**src/hdl/dtfp_pkg.sv**
```systemverilog
package dtfp_pkg;

    // fixed field widths
    localparam int CHAR_W  = 8;
    localparam int VALUE_W = 64;

    // defaults for the top level parameters
    localparam int INT_BITS_DEF        = 32;
    localparam int FRAC_BITS_DEF       = 32;
    localparam int MAX_FRAC_DIGITS_DEF = 9;

    typedef logic [CHAR_W-1:0]  char_t;
    typedef logic [VALUE_W-1:0] value_t;

    // parse phase
    typedef enum logic [1:0] {
        PH_BLANK,
        PH_BODY,
        PH_DONE
    } phase_t;

    // character codes
    localparam char_t CH_TAB   = 8'h09;
    localparam char_t CH_SPACE = 8'h20;
    localparam char_t CH_PLUS  = 8'h2B;
    localparam char_t CH_MINUS = 8'h2D;
    localparam char_t CH_DOT   = 8'h2E;
    localparam char_t CH_ZERO  = 8'h30;
    localparam char_t CH_NINE  = 8'h39;

    // floor(10^-k * 2^32) for k = 1..9
    localparam int TENTH_DEPTH = 9;
    localparam int TENTH_IDX_W = $clog2(TENTH_DEPTH);
    localparam logic [31:0] TENTH_POW_Q32 [TENTH_DEPTH] = '{
        32'd429496729, 32'd42949672, 32'd4294967, 32'd429496, 32'd42949,
        32'd4294, 32'd429, 32'd42, 32'd4
    };

endpackage

```
**src/hdl/dtfp_if.sv**
```systemverilog
// text character channel
interface dtfp_text_if;
    import dtfp_pkg::*;

    logic  valid;
    logic  ready;
    char_t character;
    logic  first;

    modport source (output valid, output character, output first, input ready);
    modport sink   (input valid, input character, input first, output ready);
endinterface

// parsed number channel
interface dtfp_result_if;
    import dtfp_pkg::*;

    logic   valid;
    logic   ready;
    value_t value;
    logic   overflow;

    modport source (output valid, output value, output overflow, input ready);
    modport sink   (input valid, input value, input overflow, output ready);
endinterface

```
**src/hdl/decimal_text_to_fixed_point_top.sv**
```systemverilog
// channel | direction | payload               | handshake
// text    | in        | character[7:0], first | valid / ready
// result  | out       | value[63:0], overflow | valid / ready
//
// one character item per cycle sustained while the result register is free
// or its result is taken; an item goes through an input register and the
// parse state update, a terminating item then loads the result register
// reset clears the parse state and both valid registers, no warm-up pass
// input stalls only while its register is full and the result register holds
// an untaken result

module decimal_text_to_fixed_point_top #(
    parameter int INT_BITS        = dtfp_pkg::INT_BITS_DEF,
    parameter int FRAC_BITS       = dtfp_pkg::FRAC_BITS_DEF,
    parameter int MAX_FRAC_DIGITS = dtfp_pkg::MAX_FRAC_DIGITS_DEF
) (
    input logic           clk,
    input logic           rst_n,
    dtfp_text_if.sink     text,
    dtfp_result_if.source result
);
    import dtfp_pkg::*;

    localparam int IW = INT_BITS - 1;
    localparam int FW = FRAC_BITS;
    localparam int CW = $clog2(MAX_FRAC_DIGITS + 1);
    localparam int NW = INT_BITS + 3;
    localparam logic [NW-1:0] MAX_INT = (NW'(1) << IW) - NW'(1);
    localparam logic [CW-1:0] MAX_FD  = CW'(MAX_FRAC_DIGITS);

    // input register
    logic   s1_valid_reg, s1_valid_next;
    char_t  s1_char_reg;
    logic   s1_first_reg;

    // parse state
    phase_t          phase_reg, phase_next;
    logic            negative_reg, negative_next;
    logic            in_fraction_reg, in_fraction_next;
    logic [IW-1:0]   integer_reg, integer_next;
    logic [FW-1:0]   fraction_reg, fraction_next;
    logic [CW-1:0]   frac_digits_reg, frac_digits_next;
    logic            saturated_reg, saturated_next;

    // result register
    logic   out_valid_reg, out_valid_next;
    value_t out_value_reg, out_value_next;
    logic   out_overflow_reg, out_overflow_next;

    logic advance;

    // state as seen by this item, after a new string clears it
    phase_t        cur_phase;
    logic          cur_neg, cur_inf, cur_sat;
    logic [IW-1:0] cur_int;
    logic [FW-1:0] cur_frac;
    logic [CW-1:0] cur_fd;

    logic       is_blank, is_sign, is_minus, is_dot, is_digit;
    logic       take_char, emit;
    logic [3:0] digit;

    logic [FW-1:0]   weight;
    logic [FW+3:0]   frac_add;
    logic [NW-1:0]   int_ext, int_sum;
    value_t          mag;

    // handshake
    assign advance       = s1_valid_reg && (!out_valid_reg || result.ready);
    assign text.ready    = !s1_valid_reg || advance;
    assign s1_valid_next = text.valid ? 1'b1 : (advance ? 1'b0 : s1_valid_reg);

    assign result.valid    = out_valid_reg;
    assign result.value    = out_value_reg;
    assign result.overflow = out_overflow_reg;

    // cleared view on a new string
    always_comb
    begin
        if (s1_first_reg)
        begin
            cur_phase = PH_BLANK;
            cur_neg   = 1'b0;
            cur_inf   = 1'b0;
            cur_sat   = 1'b0;
            cur_int   = '0;
            cur_frac  = '0;
            cur_fd    = '0;
        end
        else
        begin
            cur_phase = phase_reg;
            cur_neg   = negative_reg;
            cur_inf   = in_fraction_reg;
            cur_sat   = saturated_reg;
            cur_int   = integer_reg;
            cur_frac  = fraction_reg;
            cur_fd    = frac_digits_reg;
        end
    end

    // character classes
    assign is_blank = (s1_char_reg == CH_SPACE) || (s1_char_reg == CH_TAB);
    assign is_minus = (s1_char_reg == CH_MINUS);
    assign is_sign  = is_minus || (s1_char_reg == CH_PLUS);
    assign is_dot   = (s1_char_reg == CH_DOT);
    assign is_digit = (s1_char_reg >= CH_ZERO) && (s1_char_reg <= CH_NINE);
    assign digit    = s1_char_reg[3:0];

    // character belongs to the number body
    assign take_char = (cur_phase == PH_BODY) ||
                       ((cur_phase == PH_BLANK) && !is_blank && !is_sign);
    assign emit      = take_char && !is_dot && !is_digit;

    // phase transitions
    always_comb
    begin
        phase_next = phase_reg;
        if (advance)
        begin
            unique case (cur_phase)
                PH_BLANK:
                begin
                    if (is_blank)
                        phase_next = PH_BLANK;
                    else if (emit)
                        phase_next = PH_DONE;
                    else
                        phase_next = PH_BODY;
                end
                PH_BODY:  phase_next = emit ? PH_DONE : PH_BODY;
                PH_DONE:  phase_next = PH_DONE;
                default:  phase_next = cur_phase;
            endcase
        end
    end

    // digit arithmetic
    assign weight   = FW'(TENTH_POW_Q32[TENTH_IDX_W'(cur_fd)] >> (32 - FW));
    assign frac_add = weight * digit;
    assign int_ext  = NW'(cur_int);
    assign int_sum  = (int_ext << 3) + (int_ext << 1) + NW'(digit);

    // parse state update
    always_comb
    begin
        negative_next    = negative_reg;
        in_fraction_next = in_fraction_reg;
        integer_next     = integer_reg;
        fraction_next    = fraction_reg;
        frac_digits_next = frac_digits_reg;
        saturated_next   = saturated_reg;
        if (advance)
        begin
            negative_next    = cur_neg || ((cur_phase == PH_BLANK) && is_minus);
            in_fraction_next = cur_inf || (take_char && is_dot);
            integer_next     = cur_int;
            fraction_next    = cur_frac;
            frac_digits_next = cur_fd;
            saturated_next   = cur_sat;
            if (take_char && is_digit)
            begin
                if (cur_inf)
                begin
                    if (cur_fd < MAX_FD)
                    begin
                        fraction_next    = cur_frac + frac_add[FW-1:0];
                        frac_digits_next = cur_fd + CW'(1);
                    end
                end
                else if (cur_sat || (int_sum > MAX_INT))
                begin
                    integer_next   = MAX_INT[IW-1:0];
                    saturated_next = 1'b1;
                end
                else
                begin
                    integer_next = int_sum[IW-1:0];
                end
            end
        end
    end

    // result assembly
    always_comb
    begin
        mag = (VALUE_W'(cur_int) << FW) | VALUE_W'(cur_sat ? {FW{1'b1}} : cur_frac);
        out_value_next    = out_value_reg;
        out_overflow_next = out_overflow_reg;
        out_valid_next    = out_valid_reg && !result.ready;
        if (advance && emit)
        begin
            out_valid_next    = 1'b1;
            out_value_next    = cur_neg ? (VALUE_W'(0) - mag) : mag;
            out_overflow_next = cur_sat;
        end
    end

    // control registers
    always_ff @(posedge clk or negedge rst_n)
    begin
        if (!rst_n)
        begin
            s1_valid_reg    <= 1'b0;
            out_valid_reg   <= 1'b0;
            phase_reg       <= PH_BLANK;
            negative_reg    <= 1'b0;
            in_fraction_reg <= 1'b0;
            integer_reg     <= '0;
            fraction_reg    <= '0;
            frac_digits_reg <= '0;
            saturated_reg   <= 1'b0;
        end
        else
        begin
            s1_valid_reg    <= s1_valid_next;
            out_valid_reg   <= out_valid_next;
            phase_reg       <= phase_next;
            negative_reg    <= negative_next;
            in_fraction_reg <= in_fraction_next;
            integer_reg     <= integer_next;
            fraction_reg    <= fraction_next;
            frac_digits_reg <= frac_digits_next;
            saturated_reg   <= saturated_next;
        end
    end

    // payload registers
    always_ff @(posedge clk)
    begin
        if (text.valid && text.ready)
        begin
            s1_char_reg  <= text.character;
            s1_first_reg <= text.first;
        end
        out_value_reg    <= out_value_next;
        out_overflow_reg <= out_overflow_next;
    end

endmodule

```
**src/flat_wrapper.sv**
```systemverilog
// flat-port wrapper written by rule: the top's interface ports become plain ports
module decimal_text_to_fixed_point_top_flat import dtfp_pkg::*;
#(
    parameter int INT_BITS        = dtfp_pkg::INT_BITS_DEF,
    parameter int FRAC_BITS       = dtfp_pkg::FRAC_BITS_DEF,
    parameter int MAX_FRAC_DIGITS = dtfp_pkg::MAX_FRAC_DIGITS_DEF
)
  (clk, rst_n, text_valid, text_character, text_first, text_ready, result_valid, result_value, result_overflow, result_ready);
  dtfp_text_if text_i ();
  dtfp_result_if result_i ();
  input logic clk;
  input logic rst_n;
  input wire logic [$bits(text_i.valid)-1:0] text_valid;
  input wire logic [$bits(text_i.character)-1:0] text_character;
  input wire logic [$bits(text_i.first)-1:0] text_first;
  output wire logic [$bits(text_i.ready)-1:0] text_ready;
  output wire logic [$bits(result_i.valid)-1:0] result_valid;
  output wire logic [$bits(result_i.value)-1:0] result_value;
  output wire logic [$bits(result_i.overflow)-1:0] result_overflow;
  input wire logic [$bits(result_i.ready)-1:0] result_ready;
  assign text_i.valid = text_valid;
  assign text_i.character = text_character;
  assign text_i.first = text_first;
  assign text_ready = text_i.ready;
  assign result_valid = result_i.valid;
  assign result_value = result_i.value;
  assign result_overflow = result_i.overflow;
  assign result_i.ready = result_ready;
  decimal_text_to_fixed_point_top #(.INT_BITS(INT_BITS), .FRAC_BITS(FRAC_BITS), .MAX_FRAC_DIGITS(MAX_FRAC_DIGITS)) u_core (.clk(clk), .rst_n(rst_n), .text(text_i), .result(result_i));
endmodule
```
**config.mk**
```make
export PLATFORM = sky130hd
export DESIGN_NAME = decimal_text_to_fixed_point_top_flat
export DESIGN_NICKNAME = d
export VERILOG_FILES = /design/src/hdl/dtfp_pkg.sv /design/src/hdl/dtfp_if.sv /design/src/hdl/decimal_text_to_fixed_point_top.sv /design/src/flat_wrapper.sv
export SDC_FILE = /design/constraint.sdc
export NUM_CORES = 1
export LEC_CHECK = 0
export BUFFER_PORTS_ARGS = -buffer_cell sky130_fd_sc_hd__buf_2
export CORE_MARGIN = 2
export CORE_UTILIZATION = 25
export DETAILED_ROUTE_END_ITERATION = 10
export GPL_ROUTABILITY_DRIVEN = 1
export PLACE_DENSITY = 0.43
export RECOVER_POWER = 100
export SETUP_SLACK_MARGIN = 0.02
export SLEW_MARGIN = 0
export SYNTH_ARGS = -nofsm -noshare
export SYNTH_HDL_FRONTEND = slang
export SYNTH_SLANG_ARGS = --single-unit
```
**constraint.sdc**
```tcl
create_clock -name clk -period 16.9 [get_ports clk]
set_input_delay 1.69 -clock clk [delete_from_list [all_inputs] [get_ports clk]]
set_output_delay 1.69 -clock clk [all_outputs]
set_load 0.01 [all_outputs]
```
==> qor.yml, run 1 <==
status: "complete, but fails checks"
violations: "max-capacitance violations, max-slew violations"
drive_gt1_frac: 0.04782
p_int_uw: 953.6
grt.total_usage: 0.1606
max_freq_ghz: 0.09448
cts_setup_buffers: 0
initial_utilization: 0.2533
cap_violations: 9
synth_top_area_frac: 0.1553
grt_pass1_wl_um: 72480
syn_area_per_cell_sq_um: 8.770
clkLatencyLatePin_ns: 0.50
cp_data_arrival_time_ns: 10.98
place_congestion: 0.8843
ant_nets: 0
finClkSkew_ns: 0.02465
ys_seq_area_frac: 0.2846
cellPowerDensity_nw_per_um2: 107.9
cts_tree: "yes"
p_sw_frac: 0.4425
clkSlewWorstSetupHoldPaths_ns: 0.08
seqPwrFrac: 0.272
p_comb_frac: 0.500
setup_tns_ns: 0
critPathKind: "reg2reg"
dieArea_sq_um: 59180
fp.coreArea_sq_um: 56500
power_mw: 1.710
syn_to_final_growth_pct: 10.81
synthTopCellsByCount: "inv_1, nor2_1, nand2_1"
hold_buffers: 0
period_share: 0.6263
syn_nets: 1833
drt_iter0_markers: 772
nFillCells: 6101
viasPerCell: 4.922
synth.distinct_cells: 83
yosysTopAreaCell: "edfxtp_1"
clock_path_buffers: 2
gr-total-overflow: 0
synthArstFlopShare: 0.5000
vias: 12060
synth.area.top_cells: "edfxtp_1, dfrtp_1, fa_1"
cp-start-kind: "register"
drc: 0
cts_root_buffer: "clkbuf_16"
postSynthCellCount: 1632
grt_pass1_vias: 11772
layout.nets: 1882
wire_per_inst_um: 19.18
largest_reg_flops: 64
cpPeakStageDelay_ns: 1.93
drt-total-wl_um: 46990
dpl.hpwl_um: 35960
portBuffers: 79
ir_drop_mv: 0.08372
worstSetupEndpointType: "register"
power.leakage_nw: 6.995
drv_slew: 371
synth_edf_count: 74
cts_max_level: 4
num_antenna_cells: 0
power.switching_uw: 756.9
final-hold-violation-count: 0
die_h_um: 243.3
grt_max_degree: 67
syn-cell-area_sq_um: 14310
cp_slowest_cell: "clkbuf_1"
first_pass_iters: 6
setup_violations: 0
yosysMostFrequentCell: "inv_1"
antenna_found_initial: 0
cp_data_required_time_ns: 17.29
num_io_pins: 80
cts.repair.resized: 0
power_frac_clock: 0.228
clock-sinks: 148
hold_path_class: "reg2reg"
cp_max_fo: 61
ys_seq_elements: 148
synth_ff_type: "edfxtp_1"
die_w_um: 243.3
yosysWarningCount: 0
cts_buffers: 17
crit_path_cell_trace: "clkbuf_1, clkinv_1, clkbuf_1, nand2_1, inv_1, ha_1, o22a_1, o22a_1, nor2_1, fa_1, fa_1, inv_1, fa_1, inv_1, ha_1, a211oi_1, o21bai_1, a211oi_1, o221ai_1, a221o_1, a311oi_1, xnor2_1, a22o_1"
worstMarginPinSlew_ns: 4.133
std_cell_rows: 87
slew_headroom: -1.755
fin_crit_ns: 10.58
rsz0062_at_grt: "no"
## critical path: cells and delay by family (launching register included)
family / cells / cell delay (ns)
and+or+nand+nor: 2 / 0.70
DFF: 1 / 0.32
buffers and inverters: 6 / 4.23
adders and majority gates: 5 / 2.00
xor gates and xnor gates: 1 / 0.10
AOI/OAI and AO/OA: 9 / 3.08
## routing by layer
layer,global-route usage,routed length (um),vias up
li1,-,-,5834
met1,0.2332,23470,5858
met2,0.2375,20230,315
met3,0.03272,2259,51
met4,0.04691,941,2
met5,0.01144,91,-
## area by class of cell
cell class / instances / area (sq um) / area share
multi-input combinational: 1235 / 9168 / 0.5781
sequential: 148 / 4074 / 0.2569
tap: 756 / 945.9 / 0.05964
inverter: 179 / 671.9 / 0.04237
clock buffer: 18 / 439.2 / 0.02769
timing repair buffer: 100 / 416.7 / 0.02627
clock inverter: 14 / 143.9 / 0.009073
## power by group through the flow
stage	logic, mW	registers, mW	clock network, mW
final	0.855	0.465	0.390
after global routing	0.964	0.470	0.416
after CTS	0.879	0.461	0.403
after detailed placement	0.873	0.468	0
after global placement	0.871	0.467	0
after floorplan	0.617	0.476	0
## cells by family (layout without fill, tap and decap cells)
group,Yosys count,in the layout,synth area share
AOI/OAI and AO/OA,423,423,0.1949
xor gates and xnor gates,94,94,0.05752
adders and majority gates,188,188,0.2047
buffers and inverters,249,311,0.07063
DFF,148,148,0.2846
muxes,13,13,0.009267
and+or+nand+nor,517,517,0.1782
## placed cells by master, fill, tap and decap left out, types with 23 or more instances in the layout
master	instances
a21oi_1	114
edfxtp_1	74
xnor2_1	56
nor2_1	151
clkbuf_1	83
dfrtp_1	74
o21ai_0	97
nor3_1	37
inv_1	177
nor2b_1	36
xor2_1	38
a31oi_1	24
ha_1	111
nand2_1	143
nand3_1	23
fa_1	77
## worst paths after layout
kind	from	cells past startpoint	slack (ns)	endpoint
setup / recovery	u_core.s1_first_reg	23	6.32	u_core.fraction_reg[29]
hold / removal	u_core.fraction_reg[0]	1	0.53	u_core.fraction_reg[0]
setup reg to reg	u_core.s1_first_reg	23	6.32	u_core.fraction_reg[29]
hold reg to reg	u_core.fraction_reg[0]	1	0.53	u_core.fraction_reg[0]
max in group asynchronous	rst_n	2	11.32	u_core.result.valid
min in group asynchronous	rst_n	1	1.23	u_core.integer_reg[13]
## metrics by stage
| step | cell area (sq um) | util | hold WS (ns) | std cells | worst slack, ns |
|---|---|---|---|---|---|
| 2_1_floorplan | 14310 | - | 0.4637 | 1632 | 7.813 |
| 6_report | 15860 | 0.2807 | 0.5277 | 2450 | 6.316 |
| 3_3_place_gp | 15510 | 0.2746 | 0.5035 | 2418 | 9.717 |
| 4_1_cts | 16100 | 0.2849 | 0.5310 | 2450 | 9.535 |
| 5_1_grt | 15860 | 0.2807 | 0.5747 | 2450 | 5.290 |
| 3_5_place_dp | 15510 | 0.2746 | 0.5127 | 2418 | 9.547 |
Power figures use the tool's default switching activity.
==> run 2, diff against run 1 <==
--- a/config.mk
+++ b/config.mk
@@ -5,12 +5,13 @@
 export SDC_FILE = /design/constraint.sdc
 export NUM_CORES = 1
 export LEC_CHECK = 0
+export ABC_AREA = 1
 export BUFFER_PORTS_ARGS = -buffer_cell sky130_fd_sc_hd__buf_2
 export CORE_MARGIN = 2
 export CORE_UTILIZATION = 25
 export DETAILED_ROUTE_END_ITERATION = 10
 export GPL_ROUTABILITY_DRIVEN = 1
-export PLACE_DENSITY = 0.43
+export PLACE_DENSITY = 0.45
 export RECOVER_POWER = 100
 export SETUP_SLACK_MARGIN = 0.02
 export SLEW_MARGIN = 0
==> constraint.sdc (replaced) <==
create_clock -name clk -period 9.6 [get_ports clk]
set_input_delay 0.96 -clock clk [delete_from_list [all_inputs] [get_ports clk]]
set_output_delay 0.96 -clock clk [all_outputs]
set_load 0.01 [all_outputs]
==> run 2 against run 1 <==
  * The flow still finishes with violations (max-capacitance violations, max-slew violations)
  * Hold slack got worse by 0.091 ns
  * Sequential power increased by 89%
  * Global-route usage increased by 1.9 points
  * Total power increased by 83%
  * Combinational power increased by 77%
  * Critical path type is now in2reg
  * Largest cell class unchanged
==> qor.yml, run 2 <==
cellPowerDensity_nw_per_um2: 178.6
dp_slack_ns: 3.620
cpPeakStageDelay_ns: 2.23
syn_nets: 2496
cp_max_fo: 41
setup_violations: 0
cp_slowest_cell: "nor2_1"
postSynthCellCount: 2295
grt_pass1_wl_um: 90160
vias: 15022
cts_buffers: 17
num_io_pins: 80
synth_top_area_frac: 0.1406
cts_tree: "yes"
cts_root_buffer: "clkbuf_16"
synthArstFlopShare: 0.5000
met3_usage: 0.02302
syn_area_per_cell_sq_um: 6.887
dieArea_sq_um: 65250
violations: "max-capacitance violations, max-slew violations"
power.leakage_nw: 9.143
seqPwrFrac: 0.280
antenna_found_initial: 0
status: "complete, but fails checks"
cp-start-kind: "input pin"
drc: 0
power.switching_mw: 1.465
cp_data_arrival_time_ns: 6.60
dpl.hpwl_um: 45600
fin_cells: 3209
cap_violations: 6
synth_ff_type: "edfxtp_1"
worstMarginPinSlew_ns: 4.554
yosysTopAreaCell: "edfxtp_1"
final_common_cell: "nand2_1"
placed_cell_area_sq_um: 17110
num_antenna_cells: 0
gr-total-overflow: 0
syn_to_final_growth_pct: 10.88
hold_buffers: 0
std_cell_rows: 92
clkSlewWorstSetupHoldPaths_ns: 0.07
crit_path_cell_trace: "buf_2, inv_1, nand2_1, nand2_2, clkbuf_1, nor2_1, clkbuf_1, inv_1, o21ai_0"
final_area_sq_um: 17530
drt-total-wl_um: 57780
met1_usage: 0.2295
synthTopCellsByCount: "nand2_1, inv_1, nor2_1"
utilization: 0.2794
final-hold-violation-count: 0
cp_data_required_time_ns: 10.00
slew_headroom: -2.036
drv_slew: 275
synth.distinct_cells: 50
cts.repair.resized: 0
viasPerCell: 4.681
ant_nets: 0
rrSetupSlack_ns: 3.57
p_int_mw: 1.666
die_w_um: 255.4
whs_ns: 0.4370
ys_seq_elements: 148
synth_edf_count: 74
clock_path_buffers: 2
cts_setup_buffers: 0
cp_top_family: "buffers and inverters"
grt_max_degree: 65
fp.coreArea_sq_um: 62740
wire_per_inst_um: 18.01
fin_crit_ns: 6.196
layout.nets: 2551
hold_path_class: "in2async"
p_sw_frac: 0.4680
syn-cell-area_sq_um: 15810
yosysWarningCount: 0
r2r_start: "u_core.s1_first_reg"
ir_drop_mv: 0.1316
finalWorstSetupSlack_ns: 3.404
yosysMostFrequentCell: "nand2_1"
clkLatencyLatePin_ns: 0.50
drt_iter0_markers: 1030
clock-sinks: 148
period_share: 0.6455
timing.rr.end: "u_core.result.value[40]"
grt.total_usage: 0.1797
cts_max_level: 4
max_freq_ghz: 0.1614
finClkSkew_ns: 0.02244
use_met2: 0.3113
die_h_um: 255.4
mostFrequentLayoutCells: "nand2_1, inv_1, nor2_1, a21oi_1, o21ai_0"
critPathKind: "in2reg"
reg2reg_depth: 17
p_comb_frac: 0.483
grt_pass1_vias: 15399
power_frac_clock: 0.237
synth.area.top_cells: "edfxtp_1, nand2_1, dfrtp_1"
largest_reg_flops: 64
rsz0062_at_grt: "no"
place_congestion: 0.9522
setup_tns_ns: 0
portBuffers: 79
worstSetupEndpointType: "register"
drive_gt1_frac: 0.03639
first_pass_iters: 5
initial_utilization: 0.2520
power_mw: 3.131
ys_seq_area_frac: 0.2577
busiest_layer: "met2"
dpl.cell_count: 3177
crit_buf_inv: 5
## run 2: cell types whose count changed after synthesis, sizes merged, moves of 27 or more
cell / delta
nor2: +186
nor2b: -36
a21oi: +33
inv: +242
nand2: +411
xnor2: -27
nand3: +73
o21ai: +46
## run 2: worst register-to-register path: cells and delay by family, from the launching register on
family	cells	cell delay, ns
buf+inv	3	1.04
flops	1	0.32
simple gates	11	3.45
fa+ha+maj	1	0.17
compound gates	2	0.76
## run 2: worst max-delay path by stage
stage	from	to	slack (ns)	cells past startpoint
6_report	result_ready	u_core.phase_reg[1]	3.40	9
5_1_grt	result_ready	u_core.phase_reg[1]	2.90	9
4_1_cts	u_core.s1_first_reg	u_core.fraction_reg[24]	3.55	23
3_5_place_dp	u_core.s1_first_reg	u_core.fraction_reg[24]	3.62	23
3_3_place_gp	u_core.s1_first_reg	u_core.fraction_reg[24]	3.67	23
2_1_floorplan	u_core.s1_first_reg	u_core.fraction_reg[31]	4.84	23
## run 2: cell families after synthesis
| family | after synthesis | share of synthesized area |
|---|---|---|
| AO/OA/AOI/OAI | 338 | 0.1143 |
| XOR/XNOR | 75 | 0.04156 |
| adder cells (fa/ha/maj) | 188 | 0.1854 |
| buffers and inverters | 480 | 0.1183 |
| flip-flops | 148 | 0.2577 |
| AND/OR/NAND/NOR | 1066 | 0.2827 |
## run 2: metal layers
| layer | vias up | share of wire | routed length (um) |
|---|---|---|---|
| met5 | - | 0 | 0 |
| met4 | 0 | 0.030 | 1727 |
| met3 | 86 | 0.043 | 2458 |
| met2 | 414 | 0.48 | 27990 |
| met1 | 7170 | 0.44 | 25610 |
| li1 | 7352 | - | - |
## run 2: area by class of cell
class / count / area [sq um]
clock buffer: 17 / 425.4
clock inverter: 15 / 188.9
fill: 7030 / 45210
inverter: 424 / 1597
multi-input combinational: 1667 / 9794
sequential: 148 / 4074
tap: 846 / 1059
timing repair buffer: 92 / 389.1
## run 2: power groups by stage
stage | combinational (mW) | clock [mW] | sequential, mW
final | 1.51 | 0.741 | 0.877
after floorplan | 0.995 | 0 | 0.908
after global routing | 1.69 | 0.789 | 0.890
after detailed placement | 1.53 | 0 | 0.883
after global placement | 1.54 | 0 | 0.881
after CTS | 1.54 | 0.767 | 0.871
==> run 3, diff against run 2 <==
==> constraint.sdc (replaced) <==
create_clock -name clk -period 5.3 [get_ports clk]
set_input_delay 0.53 -clock clk [delete_from_list [all_inputs] [get_ports clk]]
set_output_delay 0.53 -clock clk [all_outputs]
set_load 0.01 [all_outputs]
==> run 3 against run 2 <==
  * The flow still finishes with violations (max-capacitance violations, max-slew violations)
  * Flip-flop and latch count did not move
  * Clock-buffer cell count did not move
  * Cell area rose by 3.6%
  * Register-to-register slack worse by 3.4 ns
  * Clock skew increased by 0.0012 ns
  * Utilization rose by 1.0 points
  * Critical path depth is 13 higher
  * Combinational power up 91%
  * Worst setup slack got worse by 3.2 ns
  * Non-clock buffer count is 50 higher
  * Hold slack got worse by 0.22 ns
  * Largest cell class unchanged
==> qor.yml, run 3 (synthesized netlist as in run 2, its figures left out) <==
drv_slew: 32
finalWorstSetupSlack_ns: 0.2115
status: "complete, but fails checks"
fin_crit_ns: 5.088
gr-total-overflow: 0
mostFrequentLayoutCells: "nand2_1, inv_1, nor2_1, a21oi_1, o21ai_0"
reg2reg_depth: 22
rrSetupSlack_ns: 0.21
clock-sinks: 148
final_area_sq_um: 18150
initial_utilization: 0.2520
largest_reg_flops: 64
cts_buffers: 17
layout.nets: 2601
final-hold-violation-count: 0
num_io_pins: 80
setup_tns_ns: 0
cp_data_required_time_ns: 5.65
first_pass_iters: 5
max_freq_ghz: 0.1965
antenna_found_initial: 2
rsz0062_at_grt: "yes"
whs_ns: 0.2148
ant_nets: 0
power_mw: 5.724
finClkSkew_ns: 0.02366
viasPerCell: 4.637
cp-start-kind: "register"
grt_pass1_vias: 15427
clkLatencyLatePin_ns: 0.50
power.leakage_nw: 9.442
hold_path_class: "in2reg"
cellPowerDensity_nw_per_um2: 315.3
num_antenna_cells: 0
die_w_um: 255.4
clock_path_buffers: 2
fp.coreArea_sq_um: 62740
grt_pass1_wl_um: 91270
drive_gt1_frac: 0.08869
setup_violations: 0
die_h_um: 255.4
hold_path_depth: 1
worstMarginPinSlew_ns: 2.183
cts_tree: "yes"
drt_iter0_markers: 1008
cp_data_arrival_time_ns: 5.44
r2r_start: "u_core.s1_first_reg"
min_from: "text_character[6]"
ir_drop_mv: 0.2205
grt.total_usage: 0.1831
slew_headroom: -0.4553
placed_cell_area_sq_um: 17450
drt-total-wl_um: 58930
hold_path_end: "u_core.s1_char_reg[6]"
std_cell_rows: 92
cp_max_fo: 9
place_congestion: 0.8835
clkSlewWorstSetupHoldPaths_ns: 0.08
dieArea_sq_um: 65250
syn_to_final_growth_pct: 14.86
drc: 0
critPathKind: "reg2reg"
portBuffers: 79
period_share: 0.9601
vias: 15113
grt_max_degree: 58
cts_root_buffer: "clkbuf_16"
cts_max_level: 4
cap_violations: 2
violations: "max-capacitance violations, max-slew violations"
final_common_cell: "nand2_1"
dp_slack_ns: -0.2049
timing.rr.end: "u_core.fraction_reg[28]"
dpl.hpwl_um: 47080
worstSetupEndpointType: "register"
wire_per_inst_um: 18.08
run 3: critical path, cell delays in order, from the launching register on:
cell and delay, ns:
edfxtp_1 0.47, buf_4 0.19, nor2_2 0.17, clkinv_1 0.11, buf_4 0.18, nand3_2 0.12
buf_4 0.15, nor2_1 0.08, fa_1 0.52, fa_1 0.53, inv_1 0.06, fa_1 0.50
inv_1 0.04, ha_1 0.42, nand2_1 0.15, nor2_1 0.15, inv_1 0.10, nor3_1 0.40
nand3_2 0.19, nand3_1 0.12, nand2_1 0.05, o21ai_0 0.15, a21oi_1 0.09
run 3: layer usage:
layer,track usage,up-vias,share of wire
met1,0.2293,7242,0.44
li1,-,7436,-
met3,0.02351,77,0.038
met5,0,-,0.00022
met2,0.3210,356,0.49
met4,0.06667,2,0.031
run 3: what timing repair did:
item | CTS | global route
pin swaps | 0 | 5
hold buffers | 1 | 0
gates resized for setup | 2 | 60
setup endpoints to repair | 9 | 22
setup buffers | 2 | 3
endpoints found under the hold margin | 1 | 0
run 3: worst max-delay path by stage:
stage	start	slack, ns	to	depth (start not counted)
final	u_core.s1_first_reg	0.21	u_core.fraction_reg[28]	22
after global routing	u_core.s1_first_reg	-0.05	u_core.fraction_reg[22]	26
after CTS	u_core.s1_first_reg	0.07	u_core.fraction_reg[25]	25
after detailed placement	u_core.s1_first_reg	-0.20	u_core.fraction_reg[25]	27
after global placement	u_core.s1_first_reg	-0.21	u_core.fraction_reg[25]	25
after floorplan	u_core.s1_first_reg	0.54	u_core.fraction_reg[31]	23
run 3: through the flow:
step	utilization	std cells
2_1_floorplan	-	2295
3_3_place_gp	0.2781	3221
3_5_place_dp	0.2781	3221
4_1_cts	0.2877	3256
5_1_grt	0.2894	3259
6_report	0.2894	3259
run 3: power by group:
group / internal (mW) / leakage (nW) / total (mW) / switching [mW]
logic: 0.907 / 7.46 / 2.88 / 1.98
clock network: 0.657 / 0.283 / 1.26 / 0.607
registers: 1.47 / 1.70 / 1.58 / 0.111
total: 3.03 / 9.44 / 5.72 / 2.69
run 3: area by class of cell:
class	instances	area, sq um
tap	846	1059
inverter	424	1597
multi-input combinational	1667	10060
sequential	148	4074
fill	6938	44580
timing repair buffer	142	795.8
clock inverter	15	141.4
clock buffer	17	425.4
